===== src/rtl/key_index_to_candidate_core_macros.svh =====
// Assertion helpers used by the candidate generator back end.
// Both macros expect clk_i and rst_ni in the scope where they are used.
`ifndef KEY_INDEX_TO_CANDIDATE_CORE_MACROS_SVH
`define KEY_INDEX_TO_CANDIDATE_CORE_MACROS_SVH
`ifndef SYNTHESIS
// Property must hold at every clock edge outside reset.
`define KITC_ASSERT(name, prop) \
  name: assert property (@(posedge clk_i) disable iff (!rst_ni) prop) \
    else $error("kitc assertion failed");
// Expression must never be true outside reset.
`define KITC_NEVER(name, expr) \
  name: assert property (@(posedge clk_i) disable iff (!rst_ni) !(expr)) \
    else $error("kitc forbidden condition seen");
`else
`define KITC_ASSERT(name, prop)
`define KITC_NEVER(name, expr)
`endif
`endif


===== src/rtl/kitc_pkg.sv =====
package kitc_pkg;

  // Sizes of the alphabet store and of a candidate
  localparam int unsigned ALPHABET_DEPTH = 64;
  localparam int unsigned MAX_KEY_LEN    = 16;

  // Field widths
  localparam int unsigned KEY_W    = 63;
  localparam int unsigned SLOT_W   = $clog2(ALPHABET_DEPTH);
  localparam int unsigned BYTE_W   = 8;
  localparam int unsigned POS_W    = $clog2(MAX_KEY_LEN);
  localparam int unsigned LEN_W    = 5;
  localparam int unsigned ALEN_W   = 7;
  localparam int unsigned CFG_IDX_W = 2;
  localparam int unsigned CFG_DAT_W = ALEN_W;

  // Arithmetic widths: powers are held saturated at 2^KEY_W
  localparam int unsigned POW_W   = KEY_W + 1;
  localparam int unsigned ACC_W   = POW_W + ALEN_W - 1;
  localparam int unsigned DIGIT_W = ALEN_W;
  localparam int unsigned BIT_W   = $clog2(ALEN_W);

  // Queue depth on both sides of the sequencer
  localparam int unsigned Q_DEPTH = 2;
  localparam int unsigned Q_CNT_W = $clog2(Q_DEPTH + 1);

  typedef enum logic {
    KIND_LOAD = 1'b0,
    KIND_GEN  = 1'b1
  } kind_e;

  typedef enum logic [CFG_IDX_W-1:0] {
    CFG_ALPHABET_LENGTH = 2'd0,
    CFG_MIN_LENGTH      = 2'd1,
    CFG_MAX_LENGTH      = 2'd2
  } cfg_reg_e;

  typedef enum logic [2:0] {
    S_IDLE,
    S_MUL,
    S_CHECK,
    S_DIV,
    S_EMIT,
    S_OOR
  } back_state_e;

  typedef struct packed {
    kind_e             kind;
    logic [KEY_W-1:0]  key_index;
    logic [SLOT_W-1:0] slot;
    logic [BYTE_W-1:0] sym;
  } item_t;

  typedef struct packed {
    logic [POS_W-1:0]  char_position;
    logic [BYTE_W-1:0] char_code;
    logic [LEN_W-1:0]  key_length;
    logic              out_of_range;
    logic              last_char;
  } result_t;

  // Effective bounds after clamping
  typedef struct packed {
    logic [ALEN_W-1:0] radix;
    logic [LEN_W-1:0]  lo;
    logic [LEN_W-1:0]  hi;
  } cfg_t;

endpackage


===== src/rtl/kitc_ram.sv =====
module kitc_ram #(
  parameter int unsigned WIDTH = 8,
  parameter int unsigned DEPTH = 64
) (
  input  logic                     clk_i,
  input  logic                     we_i,
  input  logic [$clog2(DEPTH)-1:0] waddr_i,
  input  logic [WIDTH-1:0]         wdata_i,
  input  logic                     re_i,
  input  logic [$clog2(DEPTH)-1:0] raddr_i,
  output logic [WIDTH-1:0]         rdata_o
);

  logic [WIDTH-1:0] mem_q [DEPTH];
  logic [WIDTH-1:0] rdata_q;

  always_ff @(posedge clk_i) begin
    if (we_i) begin
      mem_q[waddr_i] <= wdata_i;
    end
    if (re_i) begin
      rdata_q <= mem_q[raddr_i];
    end
  end

  assign rdata_o = rdata_q;

endmodule


===== src/rtl/kitc_front.sv =====
module kitc_front import kitc_pkg::*; (
  input  logic              clk_i,
  input  logic              rst_ni,
  input  logic              push,
  output logic              full,
  input  logic              opcode_i,
  input  logic [KEY_W-1:0]  key_index_i,
  input  logic [SLOT_W-1:0] symbol_slot_i,
  input  logic [BYTE_W-1:0] symbol_byte_i,
  output logic              item_valid_o,
  output item_t             item_o,
  input  logic              item_take_i
);

  logic [Q_CNT_W-1:0] cnt_q, cnt_d;
  logic               wr_ptr_q, rd_ptr_q;
  item_t              mem_q [Q_DEPTH];
  item_t              item_in;
  logic               push_ok;

  // Classify the incoming item
  always_comb begin
    item_in.kind      = opcode_i ? KIND_GEN : KIND_LOAD;
    item_in.key_index = key_index_i;
    item_in.slot      = symbol_slot_i;
    item_in.sym       = symbol_byte_i;
  end

  assign full         = (cnt_q == Q_CNT_W'(Q_DEPTH));
  assign push_ok      = push && !full;
  assign item_valid_o = (cnt_q != '0);
  assign item_o       = mem_q[rd_ptr_q];

  always_comb begin
    cnt_d = cnt_q;
    case ({push_ok, item_take_i})
      2'b10:   cnt_d = cnt_q + 1'b1;
      2'b01:   cnt_d = cnt_q - 1'b1;
      default: cnt_d = cnt_q;
    endcase
  end

  // Queue control
  always_ff @(posedge clk_i or negedge rst_ni) begin
    if (!rst_ni) begin
      cnt_q    <= '0;
      wr_ptr_q <= 1'b0;
      rd_ptr_q <= 1'b0;
    end else begin
      cnt_q <= cnt_d;
      if (push_ok) begin
        wr_ptr_q <= ~wr_ptr_q;
      end
      if (item_take_i) begin
        rd_ptr_q <= ~rd_ptr_q;
      end
    end
  end

  // Queue storage
  always_ff @(posedge clk_i) begin
    if (push_ok) begin
      mem_q[wr_ptr_q] <= item_in;
    end
  end

endmodule


===== src/rtl/kitc_outq.sv =====
module kitc_outq import kitc_pkg::*; (
  input  logic    clk_i,
  input  logic    rst_ni,
  input  logic    res_push_i,
  input  result_t res_i,
  output logic    res_full_o,
  output logic    empty,
  input  logic    pop,
  output result_t res_o
);

  logic [Q_CNT_W-1:0] cnt_q, cnt_d;
  logic               wr_ptr_q, rd_ptr_q;
  result_t            mem_q [Q_DEPTH];
  logic               pop_ok;

  assign res_full_o = (cnt_q == Q_CNT_W'(Q_DEPTH));
  assign empty      = (cnt_q == '0);
  assign pop_ok     = pop && !empty;
  assign res_o      = mem_q[rd_ptr_q];

  always_comb begin
    cnt_d = cnt_q;
    case ({res_push_i, pop_ok})
      2'b10:   cnt_d = cnt_q + 1'b1;
      2'b01:   cnt_d = cnt_q - 1'b1;
      default: cnt_d = cnt_q;
    endcase
  end

  // Queue control
  always_ff @(posedge clk_i or negedge rst_ni) begin
    if (!rst_ni) begin
      cnt_q    <= '0;
      wr_ptr_q <= 1'b0;
      rd_ptr_q <= 1'b0;
    end else begin
      cnt_q <= cnt_d;
      if (res_push_i) begin
        wr_ptr_q <= ~wr_ptr_q;
      end
      if (pop_ok) begin
        rd_ptr_q <= ~rd_ptr_q;
      end
    end
  end

  // Queue storage
  always_ff @(posedge clk_i) begin
    if (res_push_i) begin
      mem_q[wr_ptr_q] <= res_i;
    end
  end

endmodule


===== src/rtl/kitc_back.sv =====
`include "key_index_to_candidate_core_macros.svh"

module kitc_back import kitc_pkg::*; (
  input  logic    clk_i,
  input  logic    rst_ni,
  input  cfg_t    cfg_i,
  input  logic    item_valid_i,
  input  item_t   item_i,
  output logic    item_take_o,
  output logic    res_push_o,
  output result_t res_o,
  input  logic    res_full_i
);

  localparam logic [POW_W-1:0] POW_SAT = POW_W'(1) << KEY_W;
  localparam logic [BIT_W-1:0] BIT_TOP = BIT_W'(DIGIT_W - 1);

  back_state_e        st_q, st_d;
  logic [KEY_W-1:0]   n_q, n_d;
  logic [POW_W-1:0]   pow_q, pow_d;
  logic [ACC_W-1:0]   acc_q, acc_d;
  logic [BIT_W-1:0]   bit_q, bit_d;
  logic [LEN_W-1:0]   len_q, len_d;
  logic [DIGIT_W-1:0] digit_q, digit_d;
  logic [POS_W-1:0]   pos_q, pos_d;
  logic [POS_W-1:0]   pidx_q, pidx_d;

  // Power table: radix^k for k below the candidate length
  logic [POW_W-1:0]   pow_arr_q [MAX_KEY_LEN];
  logic               pa_we;
  logic [POS_W-1:0]   pa_idx;
  logic [POW_W-1:0]   pa_data;

  logic [POW_W-1:0]   p_sat;
  logic               fits;
  logic [ACC_W-1:0]   ps;
  logic               ge;
  logic               last;

  logic               ram_we, ram_re;
  logic [SLOT_W-1:0]  ram_raddr;
  logic [BYTE_W-1:0]  ram_rdata;

  // Saturated power out of the multiply accumulator
  assign p_sat = (|acc_q[ACC_W-1:KEY_W]) ? POW_SAT : acc_q[POW_W-1:0];
  assign fits  = ({1'b0, n_q} < p_sat);

  // One restoring quotient bit against the stored power
  assign ps = ACC_W'(pow_arr_q[pidx_q]) << bit_q;
  assign ge = (ps <= ACC_W'(n_q));

  assign last = ((LEN_W'(pos_q) + 1'b1) == len_q);

  assign item_take_o = item_valid_i && (st_q == S_IDLE);
  assign ram_we      = item_take_o && (item_i.kind == KIND_LOAD);

  // Sequencer
  always_comb begin
    st_d       = st_q;
    n_d        = n_q;
    pow_d      = pow_q;
    acc_d      = acc_q;
    bit_d      = bit_q;
    len_d      = len_q;
    digit_d    = digit_q;
    pos_d      = pos_q;
    pidx_d     = pidx_q;
    pa_we      = 1'b0;
    pa_idx     = '0;
    pa_data    = POW_W'(1);
    ram_re     = 1'b0;
    ram_raddr  = digit_q[SLOT_W-1:0];
    res_push_o = 1'b0;
    res_o      = '0;
    case (st_q)
      S_IDLE: begin
        if (item_take_o && (item_i.kind == KIND_GEN)) begin
          if ((cfg_i.radix == '0) || (cfg_i.lo > cfg_i.hi)) begin
            st_d = S_OOR;
          end else begin
            n_d    = item_i.key_index;
            pow_d  = POW_W'(1);
            acc_d  = '0;
            bit_d  = BIT_TOP;
            len_d  = LEN_W'(1);
            pa_we  = 1'b1;
            st_d   = S_MUL;
          end
        end
      end
      S_MUL: begin
        acc_d = {acc_q[ACC_W-2:0], 1'b0} + (cfg_i.radix[bit_q] ? ACC_W'(pow_q) : '0);
        if (bit_q == '0) begin
          st_d = S_CHECK;
        end else begin
          bit_d = bit_q - 1'b1;
        end
      end
      S_CHECK: begin
        if (len_q < LEN_W'(MAX_KEY_LEN)) begin
          pa_we   = 1'b1;
          pa_idx  = len_q[POS_W-1:0];
          pa_data = p_sat;
        end
        if ((len_q >= cfg_i.lo) && fits) begin
          pidx_d  = POS_W'(len_q - 1'b1);
          pos_d   = '0;
          digit_d = '0;
          bit_d   = BIT_TOP;
          st_d    = S_DIV;
        end else begin
          if (len_q >= cfg_i.lo) begin
            n_d = n_q - p_sat[KEY_W-1:0];
          end
          if (len_q == cfg_i.hi) begin
            st_d = S_OOR;
          end else begin
            len_d = len_q + 1'b1;
            pow_d = p_sat;
            acc_d = '0;
            bit_d = BIT_TOP;
            st_d  = S_MUL;
          end
        end
      end
      S_DIV: begin
        digit_d = {digit_q[DIGIT_W-2:0], ge};
        if (ge) begin
          n_d = n_q - ps[KEY_W-1:0];
        end
        if (bit_q == '0) begin
          ram_re    = 1'b1;
          ram_raddr = digit_d[SLOT_W-1:0];
          st_d      = S_EMIT;
        end else begin
          bit_d = bit_q - 1'b1;
        end
      end
      S_EMIT: begin
        res_o.char_position = pos_q;
        res_o.char_code     = ram_rdata;
        res_o.key_length    = len_q;
        res_o.out_of_range  = 1'b0;
        res_o.last_char     = last;
        if (!res_full_i) begin
          res_push_o = 1'b1;
          if (last) begin
            st_d = S_IDLE;
          end else begin
            pos_d   = pos_q + 1'b1;
            pidx_d  = pidx_q - 1'b1;
            digit_d = '0;
            bit_d   = BIT_TOP;
            st_d    = S_DIV;
          end
        end
      end
      S_OOR: begin
        res_o.out_of_range = 1'b1;
        res_o.last_char    = 1'b1;
        if (!res_full_i) begin
          res_push_o = 1'b1;
          st_d       = S_IDLE;
        end
      end
      default: st_d = S_IDLE;
    endcase
  end

  always_ff @(posedge clk_i or negedge rst_ni) begin
    if (!rst_ni) begin
      st_q <= S_IDLE;
    end else begin
      st_q <= st_d;
    end
  end

  // Datapath registers
  always_ff @(posedge clk_i) begin
    n_q     <= n_d;
    pow_q   <= pow_d;
    acc_q   <= acc_d;
    bit_q   <= bit_d;
    len_q   <= len_d;
    digit_q <= digit_d;
    pos_q   <= pos_d;
    pidx_q  <= pidx_d;
    if (pa_we) begin
      pow_arr_q[pa_idx] <= pa_data;
    end
  end

  // Alphabet store
  kitc_ram #(
    .WIDTH (BYTE_W),
    .DEPTH (ALPHABET_DEPTH)
  ) u_alpha (
    .clk_i   (clk_i),
    .we_i    (ram_we),
    .waddr_i (item_i.slot),
    .wdata_i (item_i.sym),
    .re_i    (ram_re),
    .raddr_i (ram_raddr),
    .rdata_o (ram_rdata)
  );

  `KITC_ASSERT(a_walk_in_bounds, (st_q == S_CHECK) |-> ((len_q <= cfg_i.hi) && (len_q != '0)))
  `KITC_ASSERT(a_digit_below_radix, (st_q == S_EMIT) |-> (digit_q < cfg_i.radix))
  `KITC_ASSERT(a_oor_single, ((st_q == S_OOR) && !res_full_i) |=> (st_q == S_IDLE))
  `KITC_NEVER(a_no_push_when_full, res_push_o && res_full_i)

endmodule


===== src/rtl/key_index_to_candidate_core.sv =====
// Channel   | Direction | Handshake              | Payload
// ----------+-----------+------------------------+------------------------------------------
// item in   | input     | push / full            | opcode, key_index, symbol_slot/_byte
// result    | output    | empty / pop            | char_position, char_code, key_length, ...
// config    | input     | cfg_valid / cfg_ready  | cfg_index, cfg_data
//
// A load writes the alphabet store while the sequencer is idle. A generate walks
// each length with 7 shift-add steps for radix^L plus a compare/subtract, then
// emits each character after 7 quotient steps, the last also reading the table.
// Two-entry queues sit on the input and result sides; the sequencer stalls only
// when the result queue is full. Reset needs no clearing pass; config resets to
// alphabet_length 1, min_length 1, max_length 8.
module key_index_to_candidate_core import kitc_pkg::*; (
  input  logic                 clk_i,
  input  logic                 rst_ni,
  input  logic                 push,
  output logic                 full,
  input  logic                 opcode_i,
  input  logic [KEY_W-1:0]     key_index_i,
  input  logic [SLOT_W-1:0]    symbol_slot_i,
  input  logic [BYTE_W-1:0]    symbol_byte_i,
  output logic                 empty,
  input  logic                 pop,
  output logic [POS_W-1:0]     char_position_o,
  output logic [BYTE_W-1:0]    char_code_o,
  output logic [LEN_W-1:0]     key_length_o,
  output logic                 out_of_range_o,
  output logic                 last_char_o,
  input  logic                 cfg_valid_i,
  output logic                 cfg_ready_o,
  input  logic [CFG_IDX_W-1:0] cfg_index_i,
  input  logic [CFG_DAT_W-1:0] cfg_data_i
);

  logic [ALEN_W-1:0] alen_q, alen_d;
  logic [LEN_W-1:0]  minl_q, minl_d;
  logic [LEN_W-1:0]  maxl_q, maxl_d;
  cfg_t              cfg;

  logic    item_valid, item_take;
  item_t   item;
  logic    res_push, res_full;
  result_t res_in, res_out;

  assign cfg_ready_o = 1'b1;

  // Register writes; unknown indexes are dropped
  always_comb begin
    alen_d = alen_q;
    minl_d = minl_q;
    maxl_d = maxl_q;
    if (cfg_valid_i) begin
      case (cfg_reg_e'(cfg_index_i))
        CFG_ALPHABET_LENGTH: alen_d = cfg_data_i;
        CFG_MIN_LENGTH:      minl_d = cfg_data_i[LEN_W-1:0];
        CFG_MAX_LENGTH:      maxl_d = cfg_data_i[LEN_W-1:0];
        default: ;
      endcase
    end
  end

  always_ff @(posedge clk_i or negedge rst_ni) begin
    if (!rst_ni) begin
      alen_q <= ALEN_W'(1);
      minl_q <= LEN_W'(1);
      maxl_q <= LEN_W'(8);
    end else begin
      alen_q <= alen_d;
      minl_q <= minl_d;
      maxl_q <= maxl_d;
    end
  end

  // Clamp the bounds once for the sequencer
  always_comb begin
    cfg.radix = (alen_q > ALEN_W'(ALPHABET_DEPTH)) ? ALEN_W'(ALPHABET_DEPTH) : alen_q;
    cfg.lo    = (minl_q == '0) ? LEN_W'(1) : minl_q;
    cfg.hi    = (maxl_q > LEN_W'(MAX_KEY_LEN)) ? LEN_W'(MAX_KEY_LEN) : maxl_q;
  end

  kitc_front u_front (
    .clk_i         (clk_i),
    .rst_ni        (rst_ni),
    .push          (push),
    .full          (full),
    .opcode_i      (opcode_i),
    .key_index_i   (key_index_i),
    .symbol_slot_i (symbol_slot_i),
    .symbol_byte_i (symbol_byte_i),
    .item_valid_o  (item_valid),
    .item_o        (item),
    .item_take_i   (item_take)
  );

  kitc_back u_back (
    .clk_i        (clk_i),
    .rst_ni       (rst_ni),
    .cfg_i        (cfg),
    .item_valid_i (item_valid),
    .item_i       (item),
    .item_take_o  (item_take),
    .res_push_o   (res_push),
    .res_o        (res_in),
    .res_full_i   (res_full)
  );

  kitc_outq u_outq (
    .clk_i      (clk_i),
    .rst_ni     (rst_ni),
    .res_push_i (res_push),
    .res_i      (res_in),
    .res_full_o (res_full),
    .empty      (empty),
    .pop        (pop),
    .res_o      (res_out)
  );

  assign char_position_o = res_out.char_position;
  assign char_code_o     = res_out.char_code;
  assign key_length_o    = res_out.key_length;
  assign out_of_range_o  = res_out.out_of_range;
  assign last_char_o     = res_out.last_char;

endmodule

===== config.mk =====
export PLATFORM = sky130hd
export DESIGN_NAME = key_index_to_candidate_core
export DESIGN_NICKNAME = d
export VERILOG_FILES = /design/src/rtl/kitc_pkg.sv /design/src/rtl/kitc_ram.sv /design/src/rtl/kitc_front.sv /design/src/rtl/kitc_outq.sv /design/src/rtl/kitc_back.sv /design/src/rtl/key_index_to_candidate_core.sv
export VERILOG_INCLUDE_DIRS = /design/src /design/src/rtl
export SDC_FILE = /design/constraint.sdc
export NUM_CORES = 2
export LEC_CHECK = 0
export ABC_AREA = 1
export BUFFER_PORTS_ARGS = -buffer_cell sky130_fd_sc_hd__buf_4
export CORE_MARGIN = 2
export CORE_UTILIZATION = 60
export DETAILED_ROUTE_END_ITERATION = 12
export MAX_ROUTING_LAYER = met4
export PLACE_DENSITY_LB_ADDON = 0.12
export SYNTH_ARGS = -nofsm -noshare
export SYNTH_HDL_FRONTEND = slang
export SYNTH_SLANG_ARGS = --single-unit

===== constraint.sdc =====
create_clock -name clk_i -period 21.6 [get_ports clk_i]
set_input_delay 5.4 -clock clk_i [delete_from_list [all_inputs] [get_ports clk_i]]
set_output_delay 5.4 -clock clk_i [all_outputs]
set_load 0.03 [all_outputs]

* Yosys cells after proc, flatten, opt, wreduce, memory -nomap -nowiden *
Memory sizes are Yosys's and may differ from the RTL's. A register that Yosys moved wholly into a read port is not among the register bits.
Index checks and enable logic that the tools add are counted.

storage, ports and cells
  ROM bits = 0
  bits in registers = 247
  output and inout bits = 22
  bits in latches = 0
  memories = 4
  memory bits (writable) = 1730
  input bits = 92

cells by class
  add/subtract/negate cells = 13
  mux-type cells = 86
  $lt $le $gt $ge = 8
  equal/unequal tests = 29
  shifts and indexed selects = 1
  bitwise logic cells = 5
  divide/modulo/power cells = 0
  multipliers = 0
  reductions and logical operators = 37

memories
  memory                depth  bits a word  rd ports  clocked after Yosys merged registers in  wr ports  line              source
  u_back.pow_arr_q      16     64           1         1                                        1         kitc_back.sv:29   logic [POW_W-1:0] pow_arr_q [MAX_KEY_LEN];
  u_back.u_alpha.mem_q  64     8            1         1                                        1         kitc_ram.sv:14    logic [WIDTH-1:0] mem_q [DEPTH];
  u_front.mem_q         2      78           1         0                                        1         kitc_front.sv:17  item_t mem_q [Q_DEPTH];
  u_outq.mem_q          2      19           1         0                                        1         kitc_outq.sv:14   result_t mem_q [Q_DEPTH];

operators by type and width
  operator              count
  $mux W64              8
  $mux W63              5
  $mux W70              4
  $pmux W70 S3          1
  $pmux W63 S3          1
  $pmux W64 S2          1
  $sub A63 B63 Y63      2
  $add A70 B70 Y70      1
  $le A70 B63 Y1        1
  $shl A64 B3 Y70       1
  $lt A63 B64 Y1        1
  $mux W3               15
  $mux W4               9
  $mux W5               6
  $mux W6               5
  $pmux W3 S6           1
  $pmux W6 S3           1
  $mux W1               17
  $mux W17              1
  $ne A2 B2 Y1 const B  8
  $pmux W4 S2           2
  $reduce_and A5 Y1     3
  $pmux W2 S2           3
  $pmux W3 S4           1
  43 further kinds      81

* Logic depth before layout (Yosys ltp) *
  depth after elaboration = 9
  gate-level depth with buffers = 48
  mapped depth without buffers = 41

* Modules after synthesis *
Synthesis repeated with hierarchy kept, for this count alone.

second synthesis, totals
  cell total of the unflattened synthesis = 9195
  area total of the unflattened synthesis = 94911.0 µm²

modules (own cells, without submodules)
  module                       sequential area each (µm²)  cells each  area an instance (µm²)  times used
  kitc_back                    37480.9                     6727        65063.7                 1
  kitc_ram                     15615.0                     1805        21419.3                 1
  kitc_front                   4784.6                      434         5974.5                  1
  kitc_outq                    1241.2                      129         1619.1                  1
  key_index_to_candidate_core  429.2                       100         834.6                   1

* Least setup slack after synthesis *
Ideal clock, no wire load.

  path type = register to register
  from = reg u_back.acc_q[63]
  to = reg u_back.len_q[0], enable pin
  stages on the path, launching flop included = 20
  required time = 20933 ps
  arrival time = 9379 ps
  slack = 11555 ps
  period minus slack after synthesis = 10045 ps
  setup time = 667 ps
  path through = edfxtp_1 > inv_1 > nand3_1 > nor4_2 > clkbuf_1 > buf_1 > nand2_1 > ha_1 > nand2_1 > inv_1 > nand3_1 > nor3_1 > nand2_1 > o2111ai_1 > nand4_1 > nand2_1 > a21oi_1 > nand3_1 > nand2_1 > nor4_1

on the way
  word-level cells in the longest chain between the ends = 6

RTL lines
  item                           line              source
  start, declared                kitc_back.sv:21   logic [ACC_W-1:0] acc_q, acc_d;
  start signal, assigned         kitc_back.sv:182  acc_q <= acc_d;
  $reduce_or A7 Y1               kitc_back.sv:45   assign p_sat = (|acc_q[ACC_W-1:KEY_W]) ? POW_SAT : acc_q[POW_W-1:0];
  $mux W64 *                     kitc_back.sv:45
  $lt A63 B64 Y1 *               kitc_back.sv:46   assign fits = ({1'b0, n_q} < p_sat);
  $logic_and A1 B1 Y1 *          kitc_back.sv:105  if ((len_q >= cfg_i.lo) && fits) begin
  $ne A2 B2 Y1 (no line) *       -
  $reduce_and A5 Y1 (no line) *  -
  end signal, assigned           kitc_back.sv:184  len_q <= len_d;
  end, declared                  kitc_back.sv:23   logic [LEN_W-1:0] len_q, len_d;

Every way passes the cells marked *; elsewhere a longest branch is shown, timed or not.
A chain may end at the register's enable or synchronous reset.

==> run_results.csv <==
group,metric,value,unit
floorplanning,fp.coreArea,156000,sq um
logic_synthesis,ys.flop_type,"edfxtp_1",
route,wire_per_inst,25.0,um
grt,grt_util_met1,49.8,%
logic_synthesis,synth_area_per_cell,10.5,sq um
logic_synthesis,async_flop_share,1.41,%
timing,tns,0,ps
timing,max_clock_freq,104,MHz
logic_synthesis,synth_area_leaders,"edfxtp_1, nand2_1, o21ai_0, nor2_1, nand3_1",
power,power-per-cell-area,152,nW/um^2
timing,period_needed,9660,ps
setup_path,worstRegToRegCells,38,
logic_synthesis,synthAdderAreaFrac,3.59,%
placed_design,post-dp-hpwl,175,mm
route,avgViaCountPerCell,6.24,
timing,worstMarginPinSlew,1560,ps
clock_tree,clk_path_buf_depth,3,
setup_path,cp.arrival,10260,ps
grt,antenna_found_initial,4,
final_layout,drive_above_1_share,6.79,%
floorplanning,rows,145,
setup_path,endpoint_kind,"flop",
floorplanning,die_area,160000,sq um
logic_synthesis,synthDistinctLibCells,57,
timing,worst_slack,11940,ps
setup_path,crit_path_top_delay_cell,"dfxtp_4",
power,power.leakage,37.1,nW
final_layout,final_util,66.1,%
setup_path,required,22190,ps
hold_path,whs_path_depth,2,
clock_tree,cts_root_buffer,"clkbuf_16",
logic_synthesis,synth_fp_nets,9330,
clock_tree,cts_buffers,199,
clock_tree,htree_levels,4,
final_layout,syn2layout_area_growth,9.57,%
grt,grt_start_max_net_pins,204,
logic_synthesis,synthSimpleGateAreaFrac,15.8,%
power,ir_worst_vdd,0.000168,V
setup_path,crit_type,"reg -> reg",
setup_path,max_stage_delay,850,ps
setup_path,worstSetupEndpoint,"u_back.u_alpha.rdata_o[4]$_DFFE_PP_",
timing,drv_slew,3,
logic_synthesis,synth.mux.area_fraction,0.0876,%
status,status,"finished with violations",
placed_design,globalplace.congestion,0.991,
route,wl,279,mm
clock_tree,clock_latency,860,ps
floorplanning,die_h,400,um
logic_synthesis,synth_top_family_by_area,"simple AND/OR/NAND/NOR gates",
logic_synthesis,synth_xor_area_share,0.715,%
setup_path,crit_fanout,203,
logic_synthesis,ys_seq_area_share,63.2,%
status,violations,"max-capacitance violations, max-slew violations",
logic_synthesis,synth_area_leader_cell,"edfxtp_1",
clock_tree,hold_buffers,0,
clock_tree,post_cts_buffers,0,
grt,gr-max-usage-layer,"met2",
logic_synthesis,post-synth-top-area-fraction,62.3,%
run,drv_cap,1,
grt,grt_util_met2,54.1,%
floorplanning,start_util,60.3,%
clock_tree,cts_sinks,1989,
timing,skew,71.1,ps
logic_synthesis,synth-edff-count,1957,
route,ant_nets,0,
route,drtIter0Drc,9302,
logic_synthesis,yosysWarnings,0,
grt,grt_pass1_wl,414,mm
grt,grt_usage,35.3,%
route,dr.pass1.iters,7,
placed_design,dp.cells,10800,
grt,first_global_vias,65900,
floorplanning,io_pins,114,
logic_synthesis,synth_compound_area_share,10.9,%
route,vias,69700,
placed_design,post-place-ws,12260,ps
logic_synthesis,syn_area,94300,sq um
power,total_power,15.7,mW
timing,rsz0062_at_grt,"no",
setup_path,start_kind,"flop",
final_layout,fin_cells,11200,
setup_path,cp_top_family,"simple AND/OR/NAND/NOR gates",
grt,grt_use_met3,4.84,%
logic_synthesis,yosysMostFrequentCell,"edfxtp_1",
setup_path,reg2reg_slack,11940,ps
timing,hold_viol_final,0,
hold_path,min_path_type,"reg -> reg",
floorplanning,fp.dieW,400,um
logic_synthesis,ys_top_cells_by_count,"edfxtp_1, nand2_1, nor2_1, inv_1, o21ai_0",
setup_path,cp_common_cell,"nand2_1",
clock_tree,cts_resized,0,
timing,min_period_over_period,44.7,%
grt,grt_overflow,0,
setup_path,crit_cells,38,
clock_tree,tritoncts,"yes",
logic_synthesis,synth_cells,8969,
logic_synthesis,ys_ff_latch,1989,
timing,timing.slew.headroom,-4.94,%
setup_path,crit_buf_inv,3,
setup_path,r2r_end,"u_back.u_alpha.rdata_o[4]$_DFFE_PP_",
timing,setup_viol,0,
final_layout,nNetsFinal,9297,
placed_design,io_buffers,112,
final_layout,n_fill_cell,12000,
clock_tree,clk_pin_slew,60,ps
route,post-route-drc-count,0,
==> through the flow <==
stage / hold slack [ps] / instance area, sq um
4_1_cts: 495 / 103000
3_3_place_gp: 470 / 97000
3_5_place_dp: 478 / 97000
5_1_grt: 527 / 103000
2_1_floorplan: 439 / 94300
6_report: 493 / 103000
==> per-layer routing <==
layer  wire (um)  up-vias
li1            -    31600
met2      129000     3653
met5           0        -
met1      114000    33900
met3       27500      526
met4        8020        0
==> sequential cells by signal (all words and copies together), names as in the netlist, 2 cells and up, named ones only <==
signal	cells
u_back.n_q	63
u_back.bit_q	3
u_back.digit_q	6
alen_q	7
u_back.st_q	3
u_back.acc_q	70
u_front.cnt_q	2
u_front.mem_q	156
u_back.pow_arr_q	1024
u_back.len_q	5
u_outq.cnt_q	2
maxl_q	5
u_back.pos_q	4
u_back.u_alpha.mem_q	512
u_outq.mem_q	38
u_back.pidx_q	4
u_back.pow_q	64
u_back.u_alpha.rdata_o	8
minl_q	5
==> power breakdown <==
| group | internal [mW] | leakage, nW | switching (mW) | total [mW] |
|---|---|---|---|---|
| sequential | 5.02 | 16.5 | 0.293 | 5.31 |
| combinational | 1.91 | 17.5 | 5.09 | 6.99 |
| clock | 1.87 | 3.07 | 1.49 | 3.36 |
| total | 8.79 | 37.1 | 6.87 | 15.7 |
==> worst min path at each step <==
| stage | end | start |
|---|---|---|
| floorplan | flop | u_back.pidx_q[2]$_DFFE_PP_ |
| global placement | flop | u_back.pidx_q[2]$_DFFE_PP_ |
| detailed placement | flop | u_back.pidx_q[2]$_DFFE_PP_ |
| CTS | flop | u_back.pidx_q[2]$_DFFE_PP_ |
| global route | maxl_q[3]$_DFFE_PN1P_ | maxl_q[3]$_DFFE_PN1P_ |
| finish | maxl_q[0]$_DFFE_PN0P_ | maxl_q[0]$_DFFE_PN0P_ |
==> layout make-up <==
type	count	area, sq um	area share, %
Sequential cell	1989	59600	57.7
Multi-Input combinational cell	5622	29600	28.7
Clock buffer	249	5210	5.04
Inverter	876	3320	3.21
Tap cell	2058	2570	2.49
Timing Repair Buffer	248	1910	1.85
Clock inverter	119	1080	1.05
Antenna cell	2	5.00	0.00485
==> cells in the final DEF, fill, tap and decap left out, drive strengths merged, types with 5 or more instances in the layout <==
cell	netlist	final
edfxtp	1957	1957
nand2	1394	1394
nor2	1084	1084
inv	873	876
o21ai	860	860
nand3	728	728
a21oi	346	346
ha	267	267
clkbuf	305	249
buf	177	248
o221ai	172	172
nand3b	157	157
a31oi	117	117
clkinv	3	102
o211ai	93	93
nor3	93	93
o22ai	63	63
xor2	53	53
o21a	45	45
dfrtp	25	25
xnor2	24	24
nand4	22	22
a21boi	15	15
bufinv	0	13
or2	12	12
a211oi	10	10
a21o	9	9
nor4	9	9
o21bai	8	8
mux2i	6	6
o31ai	5	5
==> cell families (layout without fill, tap and decap cells) <==
family / count (synthesis) / after routing
compound gates: 1763 / 1763
xor+xnor: 77 / 77
fa+ha+maj: 269 / 269
buf+inv: 1358 / 1492
flops: 1989 / 1989
mux: 8 / 8
other cells: 1 / 3
simple gates: 3504 / 3504
==> worst min-delay path: stages, from the launching register on <==
cell	delay (ps)
dfrtp_1	340
nand2_1	50
o21ai_0	60
No activity file was read; power rests on OpenSTA's default activity.
